[src/rtl/fmt_pkg.sv]
// Shared types and constants of the failure memory table.
`default_nettype none
package fmt_pkg;

  localparam int MODE_W   = 3;
  localparam int KEY_W    = 64;
  localparam int LEVEL_W  = 32;
  localparam int MARGIN_W = 21;
  localparam int COUNT_W  = 8;

  localparam logic [LEVEL_W-1:0]  RETRY_SENTINEL = 32'd1;
  localparam logic [COUNT_W-1:0]  COUNT_MAX      = 8'd255;
  localparam logic [MARGIN_W-1:0] MARGIN_RESET   = 21'd8192;

  typedef enum logic [MODE_W-1:0] {
    MODE_QUERY         = 3'd0,
    MODE_RECORD        = 3'd1,
    MODE_RETRY_NEXT    = 3'd2,
    MODE_CLEAR_RETRY   = 3'd3,
    MODE_CLEAR_SESSION = 3'd4
  } mode_t;

  typedef enum logic [2:0] {
    ST_IDLE,
    ST_START,
    ST_FSCAN,
    ST_RDLAST,
    ST_MOVE,
    ST_OSCAN,
    ST_RECCHK,
    ST_DONE
  } state_t;

  typedef struct packed {
    logic [KEY_W-1:0]   key;
    logic [LEVEL_W-1:0] level;
  } fail_entry_t;

  typedef struct packed {
    logic [KEY_W-1:0]   key;
    logic [COUNT_W-1:0] count;
  } open_entry_t;

endpackage
`default_nettype wire

[src/rtl/fmt_if.sv]
// Request, response and configuration channel interfaces.
`default_nettype none
interface fmt_req_if;
  logic                          valid;
  logic                          ready;
  logic [fmt_pkg::MODE_W-1:0]    mode;
  logic [fmt_pkg::KEY_W-1:0]     key;
  logic [fmt_pkg::LEVEL_W-1:0]   current_level;
  logic [fmt_pkg::LEVEL_W-1:0]   record_level;
  modport source (output valid, mode, key, current_level, record_level, input ready);
  modport sink (input valid, mode, key, current_level, record_level, output ready);
endinterface

interface fmt_resp_if;
  logic                          valid;
  logic                          ready;
  logic                          blocked;
  logic [fmt_pkg::COUNT_W-1:0]   open_fail_count;
  modport source (output valid, blocked, open_fail_count, input ready);
  modport sink (input valid, blocked, open_fail_count, output ready);
endinterface

interface fmt_cfg_if;
  logic                          valid;
  logic                          ready;
  logic [fmt_pkg::MARGIN_W-1:0]  retry_margin;
  modport source (output valid, retry_margin, input ready);
  modport sink (input valid, retry_margin, output ready);
endinterface
`default_nettype wire

[src/rtl/failure_memory_table.sv]
// Failure memory table: top level with sequencer and both key tables.
//
//  channel | dir | handshake     | payload
//  req     | in  | valid / ready | mode, key, current_level, record_level
//  resp    | out | valid / ready | blocked, open_fail_count
//  cfg     | in  | valid / ready | retry_margin (always ready)
//
// Query and record scan the failure table entry by entry and stop at a match; a query that is
// not blocked removes its entry by swap-remove with the last one. Retry-next scans the open
// table, then the failure table. Clear retryable removes every retry entry; clear session
// empties both tables. A new transaction is taken only once the last one is done.
// Reset empties both tables through their counts at once; no clearing pass.
// A transaction waits in the output register; the next one runs meanwhile.
`default_nettype none
module failure_memory_table #(
  parameter int TABLE_ENTRIES = 16
) (
  input  wire logic   clk,
  input  wire logic   rst,
  fmt_req_if.sink     req,
  fmt_resp_if.source  resp,
  fmt_cfg_if.sink     cfg
);

  localparam int IDX_W = (TABLE_ENTRIES > 1) ? $clog2(TABLE_ENTRIES) : 1;
  localparam int CNT_W = $clog2(TABLE_ENTRIES + 1);
  localparam logic [CNT_W-1:0] FULL = CNT_W'(TABLE_ENTRIES);
  localparam int LW = fmt_pkg::LEVEL_W;
  localparam int CW = fmt_pkg::COUNT_W;

  fmt_pkg::state_t state, state_next;

  logic [fmt_pkg::MODE_W-1:0]   mode_r;
  logic [fmt_pkg::KEY_W-1:0]    key_r;
  logic [LW-1:0]                cur_r;
  logic [LW-1:0]                rec_r;
  logic [fmt_pkg::MARGIN_W-1:0] margin;

  logic [CNT_W-1:0] fail_count, fail_count_next;
  logic [CNT_W-1:0] open_entries, open_entries_next;
  logic [fmt_pkg::KEY_W-1:0] fallback_key, fallback_key_next;
  logic fallback_valid, fallback_valid_next;
  logic [CNT_W-1:0] ptr, ptr_next;
  logic [IDX_W-1:0] dptr, dptr_next;
  logic dvalid, dvalid_next;
  logic res_blocked, res_blocked_next;
  logic [CW-1:0] res_count, res_count_next;

  logic out_valid;
  logic out_blocked;
  logic [CW-1:0] out_count;
  logic out_load;

  fmt_pkg::fail_entry_t fmem [TABLE_ENTRIES];
  fmt_pkg::open_entry_t omem [TABLE_ENTRIES];
  fmt_pkg::fail_entry_t f_rdata, f_wdata;
  fmt_pkg::open_entry_t o_rdata, o_wdata;
  logic f_rd_en, f_we, o_rd_en, o_we;
  logic [IDX_W-1:0] f_raddr, f_waddr, o_raddr, o_waddr;

  logic accept;
  logic fb_hit;
  logic f_in_range, f_hit, f_end;
  logic o_in_range, o_hit, o_end;
  logic [LW:0] q_sum;
  logic q_block;
  logic [CW-1:0] o_bumped;
  logic [CNT_W-1:0] last_idx;

  assign accept    = req.valid && req.ready;
  assign req.ready = (state == fmt_pkg::ST_IDLE);
  assign cfg.ready = 1'b1;
  assign resp.valid           = out_valid;
  assign resp.blocked         = out_blocked;
  assign resp.open_fail_count = out_count;

  assign fb_hit     = fallback_valid && (fallback_key == key_r);
  assign f_in_range = ptr < fail_count;
  assign o_in_range = ptr < open_entries;
  assign f_hit = dvalid && ((mode_r == fmt_pkg::MODE_CLEAR_RETRY) ?
                            (f_rdata.level == fmt_pkg::RETRY_SENTINEL) :
                            (f_rdata.key == key_r));
  assign f_end = !dvalid && !f_in_range;
  assign o_hit = dvalid && (o_rdata.key == key_r);
  assign o_end = !dvalid && !o_in_range;

  // level + margin taken one bit wider, so no wrap
  assign q_sum   = {1'b0, f_rdata.level} + (LW + 1)'(margin);
  assign q_block = (f_rdata.level == '0) || (f_rdata.level == fmt_pkg::RETRY_SENTINEL) ||
                   ({1'b0, cur_r} < q_sum);
  assign o_bumped = (o_rdata.count == fmt_pkg::COUNT_MAX) ? fmt_pkg::COUNT_MAX :
                    o_rdata.count + CW'(1);
  assign last_idx = fail_count - CNT_W'(1);

  always_comb begin
    state_next = state;
    case (state)
      fmt_pkg::ST_IDLE: begin
        if (accept) state_next = fmt_pkg::ST_START;
      end
      fmt_pkg::ST_START: begin
        case (mode_r)
          fmt_pkg::MODE_QUERY:       state_next = fb_hit ? fmt_pkg::ST_DONE : fmt_pkg::ST_FSCAN;
          fmt_pkg::MODE_RECORD:      state_next = (fail_count >= FULL) ? fmt_pkg::ST_DONE :
                                                  fmt_pkg::ST_FSCAN;
          fmt_pkg::MODE_RETRY_NEXT:  state_next = fmt_pkg::ST_OSCAN;
          fmt_pkg::MODE_CLEAR_RETRY: state_next = fmt_pkg::ST_FSCAN;
          default:                   state_next = fmt_pkg::ST_DONE;
        endcase
      end
      fmt_pkg::ST_FSCAN: begin
        if (f_hit) begin
          if (mode_r == fmt_pkg::MODE_CLEAR_RETRY) state_next = fmt_pkg::ST_RDLAST;
          else if (mode_r == fmt_pkg::MODE_QUERY && !q_block) state_next = fmt_pkg::ST_RDLAST;
          else state_next = fmt_pkg::ST_DONE;
        end else if (f_end) begin
          state_next = fmt_pkg::ST_DONE;
        end
      end
      fmt_pkg::ST_RDLAST: state_next = fmt_pkg::ST_MOVE;
      fmt_pkg::ST_MOVE: begin
        state_next = (mode_r == fmt_pkg::MODE_CLEAR_RETRY) ? fmt_pkg::ST_FSCAN : fmt_pkg::ST_DONE;
      end
      fmt_pkg::ST_OSCAN: begin
        if (o_hit || o_end) state_next = fmt_pkg::ST_RECCHK;
      end
      fmt_pkg::ST_RECCHK: begin
        state_next = (fail_count >= FULL) ? fmt_pkg::ST_DONE : fmt_pkg::ST_FSCAN;
      end
      fmt_pkg::ST_DONE: begin
        if (!out_valid || resp.ready) state_next = fmt_pkg::ST_IDLE;
      end
      default: state_next = fmt_pkg::ST_IDLE;
    endcase
  end

  always_comb begin
    fail_count_next     = fail_count;
    open_entries_next   = open_entries;
    fallback_key_next   = fallback_key;
    fallback_valid_next = fallback_valid;
    ptr_next            = ptr;
    dptr_next           = dptr;
    dvalid_next         = dvalid;
    res_blocked_next    = res_blocked;
    res_count_next      = res_count;
    out_load            = 1'b0;
    f_rd_en = 1'b0;
    f_raddr = ptr[IDX_W-1:0];
    f_we    = 1'b0;
    f_waddr = dptr;
    f_wdata = f_rdata;
    o_rd_en = 1'b0;
    o_raddr = ptr[IDX_W-1:0];
    o_we    = 1'b0;
    o_waddr = dptr;
    o_wdata = '{key: key_r, count: o_bumped};
    case (state)
      fmt_pkg::ST_START: begin
        res_blocked_next = 1'b0;
        res_count_next   = '0;
        ptr_next         = '0;
        dvalid_next      = 1'b0;
        case (mode_r)
          fmt_pkg::MODE_QUERY: begin
            if (fb_hit) res_blocked_next = 1'b1;
          end
          fmt_pkg::MODE_RETRY_NEXT: begin
            fallback_key_next   = key_r;
            fallback_valid_next = 1'b1;
          end
          fmt_pkg::MODE_CLEAR_RETRY: fallback_valid_next = 1'b0;
          fmt_pkg::MODE_CLEAR_SESSION: begin
            fail_count_next     = '0;
            open_entries_next   = '0;
            fallback_valid_next = 1'b0;
          end
          default: ;
        endcase
      end
      fmt_pkg::ST_FSCAN: begin
        if (f_hit) begin
          dvalid_next = 1'b0;
          if (mode_r == fmt_pkg::MODE_QUERY) res_blocked_next = q_block;
        end else begin
          f_rd_en     = f_in_range;
          dvalid_next = f_in_range;
          dptr_next   = ptr[IDX_W-1:0];
          if (f_in_range) ptr_next = ptr + CNT_W'(1);
          if (f_end && (mode_r == fmt_pkg::MODE_RECORD || mode_r == fmt_pkg::MODE_RETRY_NEXT))
          begin
            f_we    = 1'b1;
            f_waddr = fail_count[IDX_W-1:0];
            f_wdata = '{key: key_r,
                        level: (mode_r == fmt_pkg::MODE_RETRY_NEXT) ?
                               fmt_pkg::RETRY_SENTINEL : rec_r};
            fail_count_next = fail_count + CNT_W'(1);
          end
        end
      end
      fmt_pkg::ST_RDLAST: begin
        f_rd_en = 1'b1;
        f_raddr = last_idx[IDX_W-1:0];
      end
      fmt_pkg::ST_MOVE: begin
        f_we            = 1'b1;
        fail_count_next = last_idx;
        ptr_next        = CNT_W'(dptr);
        dvalid_next     = 1'b0;
      end
      fmt_pkg::ST_OSCAN: begin
        if (o_hit) begin
          o_we           = 1'b1;
          res_count_next = o_bumped;
        end else begin
          o_rd_en     = o_in_range;
          dvalid_next = o_in_range;
          dptr_next   = ptr[IDX_W-1:0];
          if (o_in_range) ptr_next = ptr + CNT_W'(1);
          if (o_end && open_entries < FULL) begin
            o_we              = 1'b1;
            o_waddr           = open_entries[IDX_W-1:0];
            o_wdata           = '{key: key_r, count: CW'(1)};
            open_entries_next = open_entries + CNT_W'(1);
            res_count_next    = CW'(1);
          end
        end
      end
      fmt_pkg::ST_RECCHK: begin
        ptr_next    = '0;
        dvalid_next = 1'b0;
      end
      fmt_pkg::ST_DONE: begin
        out_load = !out_valid || resp.ready;
      end
      default: ;
    endcase
  end

  always_ff @(posedge clk) begin
    if (rst) begin
      state          <= fmt_pkg::ST_IDLE;
      margin         <= fmt_pkg::MARGIN_RESET;
      fail_count     <= '0;
      open_entries   <= '0;
      fallback_key   <= '0;
      fallback_valid <= 1'b0;
      ptr            <= '0;
      dvalid         <= 1'b0;
      out_valid      <= 1'b0;
    end else begin
      state          <= state_next;
      fail_count     <= fail_count_next;
      open_entries   <= open_entries_next;
      fallback_key   <= fallback_key_next;
      fallback_valid <= fallback_valid_next;
      ptr            <= ptr_next;
      dvalid         <= dvalid_next;
      if (cfg.valid) margin <= cfg.retry_margin;
      if (out_load) out_valid <= 1'b1;
      else if (resp.ready) out_valid <= 1'b0;
    end
  end

  always_ff @(posedge clk) begin
    dptr        <= dptr_next;
    res_blocked <= res_blocked_next;
    res_count   <= res_count_next;
    if (accept) begin
      mode_r <= req.mode;
      key_r  <= req.key;
      cur_r  <= req.current_level;
      rec_r  <= req.record_level;
    end
    if (out_load) begin
      out_blocked <= res_blocked;
      out_count   <= res_count;
    end
  end

  always_ff @(posedge clk) begin
    if (f_we) fmem[f_waddr] <= f_wdata;
    if (f_rd_en) f_rdata <= fmem[f_raddr];
  end

  always_ff @(posedge clk) begin
    if (o_we) omem[o_waddr] <= o_wdata;
    if (o_rd_en) o_rdata <= omem[o_raddr];
  end

endmodule
`default_nettype wire

[src/flat_wrapper.sv]
// flat-port wrapper written by rule: the top's interface ports become plain ports
module failure_memory_table_flat 
#(
  parameter int TABLE_ENTRIES = 16
)
  (clk, rst, req_valid, req_mode, req_key, req_current_level, req_record_level, req_ready, resp_valid, resp_blocked, resp_open_fail_count, resp_ready, cfg_valid, cfg_retry_margin, cfg_ready);
  fmt_req_if req_i ();
  fmt_resp_if resp_i ();
  fmt_cfg_if cfg_i ();
  input  wire logic clk;
  input  wire logic rst;
  input wire logic [$bits(req_i.valid)-1:0] req_valid;
  input wire logic [$bits(req_i.mode)-1:0] req_mode;
  input wire logic [$bits(req_i.key)-1:0] req_key;
  input wire logic [$bits(req_i.current_level)-1:0] req_current_level;
  input wire logic [$bits(req_i.record_level)-1:0] req_record_level;
  output wire logic [$bits(req_i.ready)-1:0] req_ready;
  output wire logic [$bits(resp_i.valid)-1:0] resp_valid;
  output wire logic [$bits(resp_i.blocked)-1:0] resp_blocked;
  output wire logic [$bits(resp_i.open_fail_count)-1:0] resp_open_fail_count;
  input wire logic [$bits(resp_i.ready)-1:0] resp_ready;
  input wire logic [$bits(cfg_i.valid)-1:0] cfg_valid;
  input wire logic [$bits(cfg_i.retry_margin)-1:0] cfg_retry_margin;
  output wire logic [$bits(cfg_i.ready)-1:0] cfg_ready;
  assign req_i.valid = req_valid;
  assign req_i.mode = req_mode;
  assign req_i.key = req_key;
  assign req_i.current_level = req_current_level;
  assign req_i.record_level = req_record_level;
  assign req_ready = req_i.ready;
  assign resp_valid = resp_i.valid;
  assign resp_blocked = resp_i.blocked;
  assign resp_open_fail_count = resp_i.open_fail_count;
  assign resp_i.ready = resp_ready;
  assign cfg_i.valid = cfg_valid;
  assign cfg_i.retry_margin = cfg_retry_margin;
  assign cfg_ready = cfg_i.ready;
  failure_memory_table #(.TABLE_ENTRIES(TABLE_ENTRIES)) u_core (.clk(clk), .rst(rst), .req(req_i), .resp(resp_i), .cfg(cfg_i));
endmodule
[config.mk]
export PLATFORM = sky130hd
export DESIGN_NAME = failure_memory_table_flat
export DESIGN_NICKNAME = d
export VERILOG_FILES = /design/src/rtl/fmt_pkg.sv /design/src/rtl/fmt_if.sv /design/src/rtl/failure_memory_table.sv /design/src/flat_wrapper.sv
export SDC_FILE = /design/constraint.sdc
export NUM_CORES = 2
export LEC_CHECK = 0
export BUFFER_PORTS_ARGS = -buffer_cell sky130_fd_sc_hd__clkbuf_2
export CAP_MARGIN = 5
export CORE_MARGIN = 4
export CORE_UTILIZATION = 55
export DETAILED_ROUTE_END_ITERATION = 6
export GPL_TIMING_DRIVEN = 0
export PLACE_DENSITY = 0.7
export SYNTH_ARGS = -nofsm -noshare
export SYNTH_HDL_FRONTEND = slang
export SYNTH_SLANG_ARGS = --single-unit
export TNS_END_PERCENT = 30
[constraint.sdc]
create_clock -name clk -period 13.25 [get_ports clk]
set_clock_uncertainty 0.05 [all_clocks]
set_input_delay 1.9875 -clock clk [delete_from_list [all_inputs] [get_ports clk]]
set_output_delay 1.9875 -clock clk [all_outputs]
set_load 0.005 [all_outputs]
## Yosys cells after proc, flatten, opt, wreduce, memory -nomap -nowiden

Memories as Yosys holds them, arrays and structs flattened. A register that Yosys moved wholly into a read port is not among the register bits.
Index checks and enable logic that the tools add are counted.

| storage, ports and cells | value |
|---|---|
| memory bits (writable) | 2688 |
| memories | 2 |
| logic and storage cells | 175 |
| bits of input ports | 157 |
| flip-flop bits (word level) | 259 |
| output and inout port bits | 12 |

| cells by class | value |
|---|---|
| reduce and logical (&&, ||, !) cells | 43 |
| eq/ne operators | 30 |
| order comparisons | 5 |
| add/subtract/negate cells | 6 |
| mux-type cells | 71 |

Memories:

| name | words | bits a word | read ports | clocked after Yosys merged registers in | wr ports | RTL line | RTL |
|---|---|---|---|---|---|---|---|
| u_core.fmem | 16 | 96 | 1 | 1 | 1 | failure_memory_table.sv:54 | `fmt_pkg::fail_entry_t fmem [TABLE_ENTRIES];` |
| u_core.omem | 16 | 72 | 1 | 1 | 1 | failure_memory_table.sv:55 | `fmt_pkg::open_entry_t omem [TABLE_ENTRIES];` |

Operators by type and width:

| kind | count |
|---|---|
| 96-bit 2-to-1 mux | 3 |
| 64-bit == test | 3 |
| 8-bit 2-to-1 mux | 6 |
| 5-bit 2-to-1 mux | 9 |
| 4-bit 2-to-1 mux | 9 |
| 32-bit by 21-bit adder with 33-bit output | 1 |
| 32-bit by 33-bit less-than comparator with 1-bit output | 1 |
| 32-bit by 1-bit == test with 1-bit output, second input constant | 1 |
| 32-bit logical NOT | 1 |
| 32-bit 2-to-1 mux | 1 |
| 3-bit 2-to-1 mux | 10 |
| 3-bit one-hot mux with 8 select lines | 1 |
| 1-bit 2-to-1 mux | 21 |
| 5-bit one-hot mux with 4 select lines | 1 |
| 2-bit by 1-bit != test with 1-bit output, second input constant | 8 |
| 8-bit one-hot mux with 2 select lines | 1 |
| 5-bit by 1-bit adder with 5-bit output, second input constant | 3 |
| 3-bit == test, second input constant | 5 |
| 5-bit one-hot mux with 3 select lines | 1 |
| 3-bit by 2-bit == test with 1-bit output, second input constant | 4 |
| 3-bit one-hot mux with 4 select lines | 1 |
| 4-bit AND reduction | 3 |
| 5-bit less-than comparator | 2 |
| 5-bit one-hot mux with 2 select lines | 1 |
| other kinds (23) | 58 |

## Logic depth before layout (Yosys ltp)

| logic depth | value |
|---|---|
| word-level depth | 9 |
| gate-level depth with buffers | 19 |
| mapped depth without buffers | 19 |

## Worst setup path after synthesis

OpenSTA, ideal clock, no wires.

| timing | value |
|---|---|
| kind | reg2reg |
| start point | register u_core.key_r[28] (netlist bit) |
| end point | register, netlist name u_core.o_rdata[0] |
| arrival time | 6.329 ns |
| path slack | 6.280 ns |
| path buffers | 1 |
| setup time | 0.591 ns |
| cell stages (with the launch flop) | 8 |
| required time | 12.609 ns |
| period minus slack after synthesis | 6.970 ns |
| path through | edfxtp_1 > clkbuf_1 > xor2_1 > a2111oi_2 > o2111ai_1 > nor4_4 > and2_4 > nor3_1 |

| between the ends | value |
|---|---|
| cells in the longest elaborated chain, start to end | 4 |

RTL lines:

| item | RTL line | RTL |
|---|---|---|
| start, declared | failure_memory_table.sv:34 | `logic [fmt_pkg::KEY_W-1:0] key_r;` |
| start signal, assigned | failure_memory_table.sv:271 | `key_r <= req.key;` |
| 64-bit == test | failure_memory_table.sv:84 | `assign o_hit = dvalid && (o_rdata.key == key_r);` |
| 1-bit logical AND | failure_memory_table.sv:84 |  |
| 1-bit 2-to-1 mux | failure_memory_table.sv:212 | `if (o_hit) begin` |
| 1-bit 2-to-1 mux | failure_memory_table.sv:158 | `case (state)` |
| net u_core.o_rd_en | failure_memory_table.sv:58 | `logic f_rd_en, f_we, o_rd_en, o_we;` |

The timed path passes the listed nets, and every way through them passes these cells.
A chain may end at the register's enable or synchronous reset.

## Worst setup path after layout

| timing | value |
|---|---|
| start point | register, netlist name u_core.f_rdata[0] |
| end point | register u_core.res_blocked, data pin |

| between the ends | value |
|---|---|
| cells in the longest elaborated chain, start to end | 6 |
| elaborated cells on any way between the ends | 9 |
| those cells by class | add/sub (1); order compare (1); eq/ne (1); mux (3); reduce/logical (3) |

RTL lines:

| item | RTL line | RTL |
|---|---|---|
| 32-bit by 21-bit adder with 33-bit output (tied with other cells) | failure_memory_table.sv:88 | `assign q_sum = {1'b0, f_rdata.level} + (LW + 1)'(margin);` |
| 32-bit by 33-bit less-than comparator with 1-bit output or 1-bit logical OR (tied branches) | failure_memory_table.sv:90, failure_memory_table.sv:89 |  |
| 1-bit logical OR (*) | failure_memory_table.sv:89 | `assign q_block = (f_rdata.level == '0) \|\| (f_rdata.level == fmt_pkg::RETRY_SENTINEL) \|\|` |
| 1-bit 2-to-1 mux (*) | failure_memory_table.sv:184 | `if (mode_r == fmt_pkg::MODE_QUERY) res_blocked_next = q_block;` |
| 1-bit 2-to-1 mux (*) | failure_memory_table.sv:182 | `if (f_hit) begin` |
| 1-bit one-hot mux with 2 select lines (*) | failure_memory_table.sv:158 |  |
| net u_core.res_blocked_next | failure_memory_table.sv:46 | `logic res_blocked, res_blocked_next;` |
| end signal, assigned | failure_memory_table.sv:267 | `res_blocked <= res_blocked_next;` |
| end, declared | failure_memory_table.sv:46 |  |

Mark *: on every way through the listed nets, which the timed path passes. The rest lies on a longest branch. The select of a mux whose other input is x is not followed.

==> impl_metrics.toml <==
[critical_path]
critical-path-slowest-cell = "a211oi_1"
path_class = "flop to flop"
crit_arrival_ps = 8070
required_ps = 13890
slowest_delay_ps = 1230
critical_path.top_delay_family = "compound AO/OA/AOI/OAI gates"
rrSetupSlack_ps = 5820
worst_r2r_endpoint = "u_core.res_blocked$_DFFE_PP_"
start_kind = "flop"
endpoint = "u_core.res_blocked$_DFFE_PP_"
cp_max_fo = 5
cp_cell_sequence = "ha_1, fa_1, a21o_1, a221oi_1, or4b_1, a211oi_1, nor3_1, or2_1, nor2_1, xnor2_1, ha_1, nand4_1, a211oi_1, a2111oi_2, o211ai_1, a31oi_1, o41a_1, o21ai_0, nand2_1"
endpoint_kind = "flop"
path_buf_inv = 0
worst-path-stages = 19
r2r-start = "u_core.f_rdata[0]$_DFFE_PP_"
r2r_cells = 19
startpoint = "u_core.f_rdata[0]$_DFFE_PP_"

[run_status]
outcome = "finished, final reports clean"

[timing]
slew_viol_final = 0
rsz0062_at_grt = "false"
period_share = 0.561
finalCriticalPeriod_ps = 7430
worstMarginPinSlew_ps = 1400
slew-limit-headroom = 0.0547
fmax_ghz = 0.135
hold_viol = 0
setup_viol = 0

[floorplan]
coreArea_sq_mm = 0.220
dieArea_sq_mm = 0.229
die_h_um = 478
initial_core_util = 0.553
fp.dieW_um = 478
num_rows = 172
io_pins = 169

[cts]
cts_max_level = 5
clockBufferDepth = 4
clkLatencyLatePin_ps = 960
cts_tree = "done"
clock_sinks = 3115
cts_setup_buffers = 0
numCtsBuffers = 323
path_clk_slew_ps = 60
cts_resized = 0
ctsHoldBuffers = 0
clockRootBuffer = "clkbuf_16"

[logic_synthesis]
postSynthCellCount = 5953
yosysUniqueCellTypes = 80
ys_ff_latch = 3115
synth_edf_count = 3009
synthesis.nets = 6176
syn_avg_cell_area_sq_um = 20.4
ys_seq_area_frac = 0.760
ys.flop_type = "edfxtp_1"
synthArstFlopShare = 0
ys_warn_count = 0
synth_area_sq_mm = 0.122

[global_route]
grt_pass1_wl_mm = 452
grt_use_total = 0.276
overflow = 0
grt_pass1_vias = 63000
antenna_found_initial = 10
grt_max_degree = 46

[placement]
place_area_sq_mm = 0.129
hpwl_mm = 208
io_buffers = 166
gp_congestion = 0.868

[routing]
antenna_left = 0
drtIter0Drc = 8354
vias_per_cell = 6.38
wl_per_cell_um = 32.2
wl_mm = 316
drtPass1Iterations = 6
vias = 62500
drc = 0

[cells_and_area]
finalNetCount = 6816
multi_input_area_sq_mm = 0.0278
final_cell_mix = "3009 x edfxtp_1, 744 x mux4_2, 409 x nand2_1, 332 x clkbuf_16, 251 x clkbuf_1"
fillers = 14600
drive_above_1_share = 0.242
finish.instance_area_sq_mm = 0.140
syn2layout_area_growth_pct = 14.9
final-seq-area_sq_mm = 0.0925
final_common_cell = "edfxtp_1"

[power_and_ir_drop]
ir_drop_uv = 136
total_power_mw = 28.1
powerDensity_mw_per_mm2 = 201
cellLeakagePower_nw = 44.8

[run]
cap_violations = 0

[worst_hold_path]
hold_class = "flop to flop"
-- through the flow --
step	setup WS, ps	util	setup TNS, ps	cells	hold WS [ps]
CTS	6070	0.636	0	9784	371
detailed placement	6120	0.589	0	9222	355
global route	5370	0.636	0	9792	376
global placement	-420	0.574	-29790	9077	356
floorplan	6280	-	0	5953	350
finish	5820	0.636	0	9794	369
-- synthesized netlist by cell type (all sizes together) (51+ instances only) --
master,count,area [sq um]
edfxtp,3009,90400
mux4,744,16800
nand2,409,1540
a21oi,207,1040
clkbuf,190,713
buf,148,709
xor2,129,1130
mux2i,123,1230
a211oi,115,863
nor2b,112,701
nor2,111,417
dfxtp,106,2120
xnor2,68,603
ha,65,813
nand3,58,300
inv,51,191
-- flip-flops by register name (all words and copies together) (netlist names), 8 cells and up --
signal	count
u_core.res_count	8
u_core.fmem	1536
u_core.omem	1152
u_core.margin	21
u_core.resp.open_fail_count	8
u_core.key_r	64
u_core.o_rdata	72
u_core.cur_r	32
u_core.rec_r	32
u_core.f_rdata	96
u_core.fallback_key	64
-- logic make-up after synthesis --
kind of cell / count (synthesis) / synth area share
AND/OR/NAND/NOR: 838 / 0.0323
XOR/XNOR: 197 / 0.0143
buffers and inverters: 389 / 0.0133
multiplexers: 867 / 0.148
adder cells (fa/ha/maj): 66 / 0.00685
other: 1 / 0.0000308
AO/OA/AOI/OAI: 480 / 0.0249
flip-flops: 3115 / 0.760
-- worst min path at each step --
stage / start / end / slack, ps / depth (start not counted)
after detailed placement: u_core.res_count[7]$_SDFFCE_PN0P_ / u_core.resp.open_fail_count[7]$_DFFE_PP_ / 360 / 0
after floorplan: u_core.res_blocked$_DFFE_PP_ / u_core.resp.blocked$_DFFE_PP_ / 350 / 0
after global placement: u_core.res_count[3]$_SDFFCE_PN0P_ / u_core.resp.open_fail_count[3]$_DFFE_PP_ / 360 / 0
after global routing: u_core.res_count[0]$_SDFFCE_PN0P_ / u_core.resp.open_fail_count[0]$_DFFE_PP_ / 380 / 0
after CTS: u_core.res_count[3]$_SDFFCE_PN0P_ / u_core.resp.open_fail_count[3]$_DFFE_PP_ / 370 / 0
final: u_core.res_count[3]$_SDFFCE_PN0P_ / u_core.resp.open_fail_count[3]$_DFFE_PP_ / 370 / 0
-- metal layers --
| layer | vias up | track usage | wire (um) |
|---|---|---|---|
| met5 | - | 0 | 27 |
| met4 | 4 | 0.104 | 13100 |
| met3 | 630 | 0.0567 | 29600 |
| met2 | 3490 | 0.445 | 154000 |
| met1 | 32800 | 0.378 | 119000 |
| li1 | 25600 | - | - |
-- cell type report --
class                      count  share of cell area
antenna                        6            0.000107
clock buffer                 400              0.0617
multi-input combinational   2449               0.199
timing repair buffer         315              0.0280
inverter                      51             0.00137
clock inverter               162              0.0116
sequential                  3115               0.662
buffer                       338              0.0102
tap                         2958              0.0265
-- report_power, final --
| group | internal, mW | switching (mW) |
|---|---|---|
| Sequential | 12.2 | 0.508 |
| Clock | 5.23 | 3.66 |
| Combinational | 2.53 | 3.97 |
Note: power is estimated with default switching activity, not from simulation.
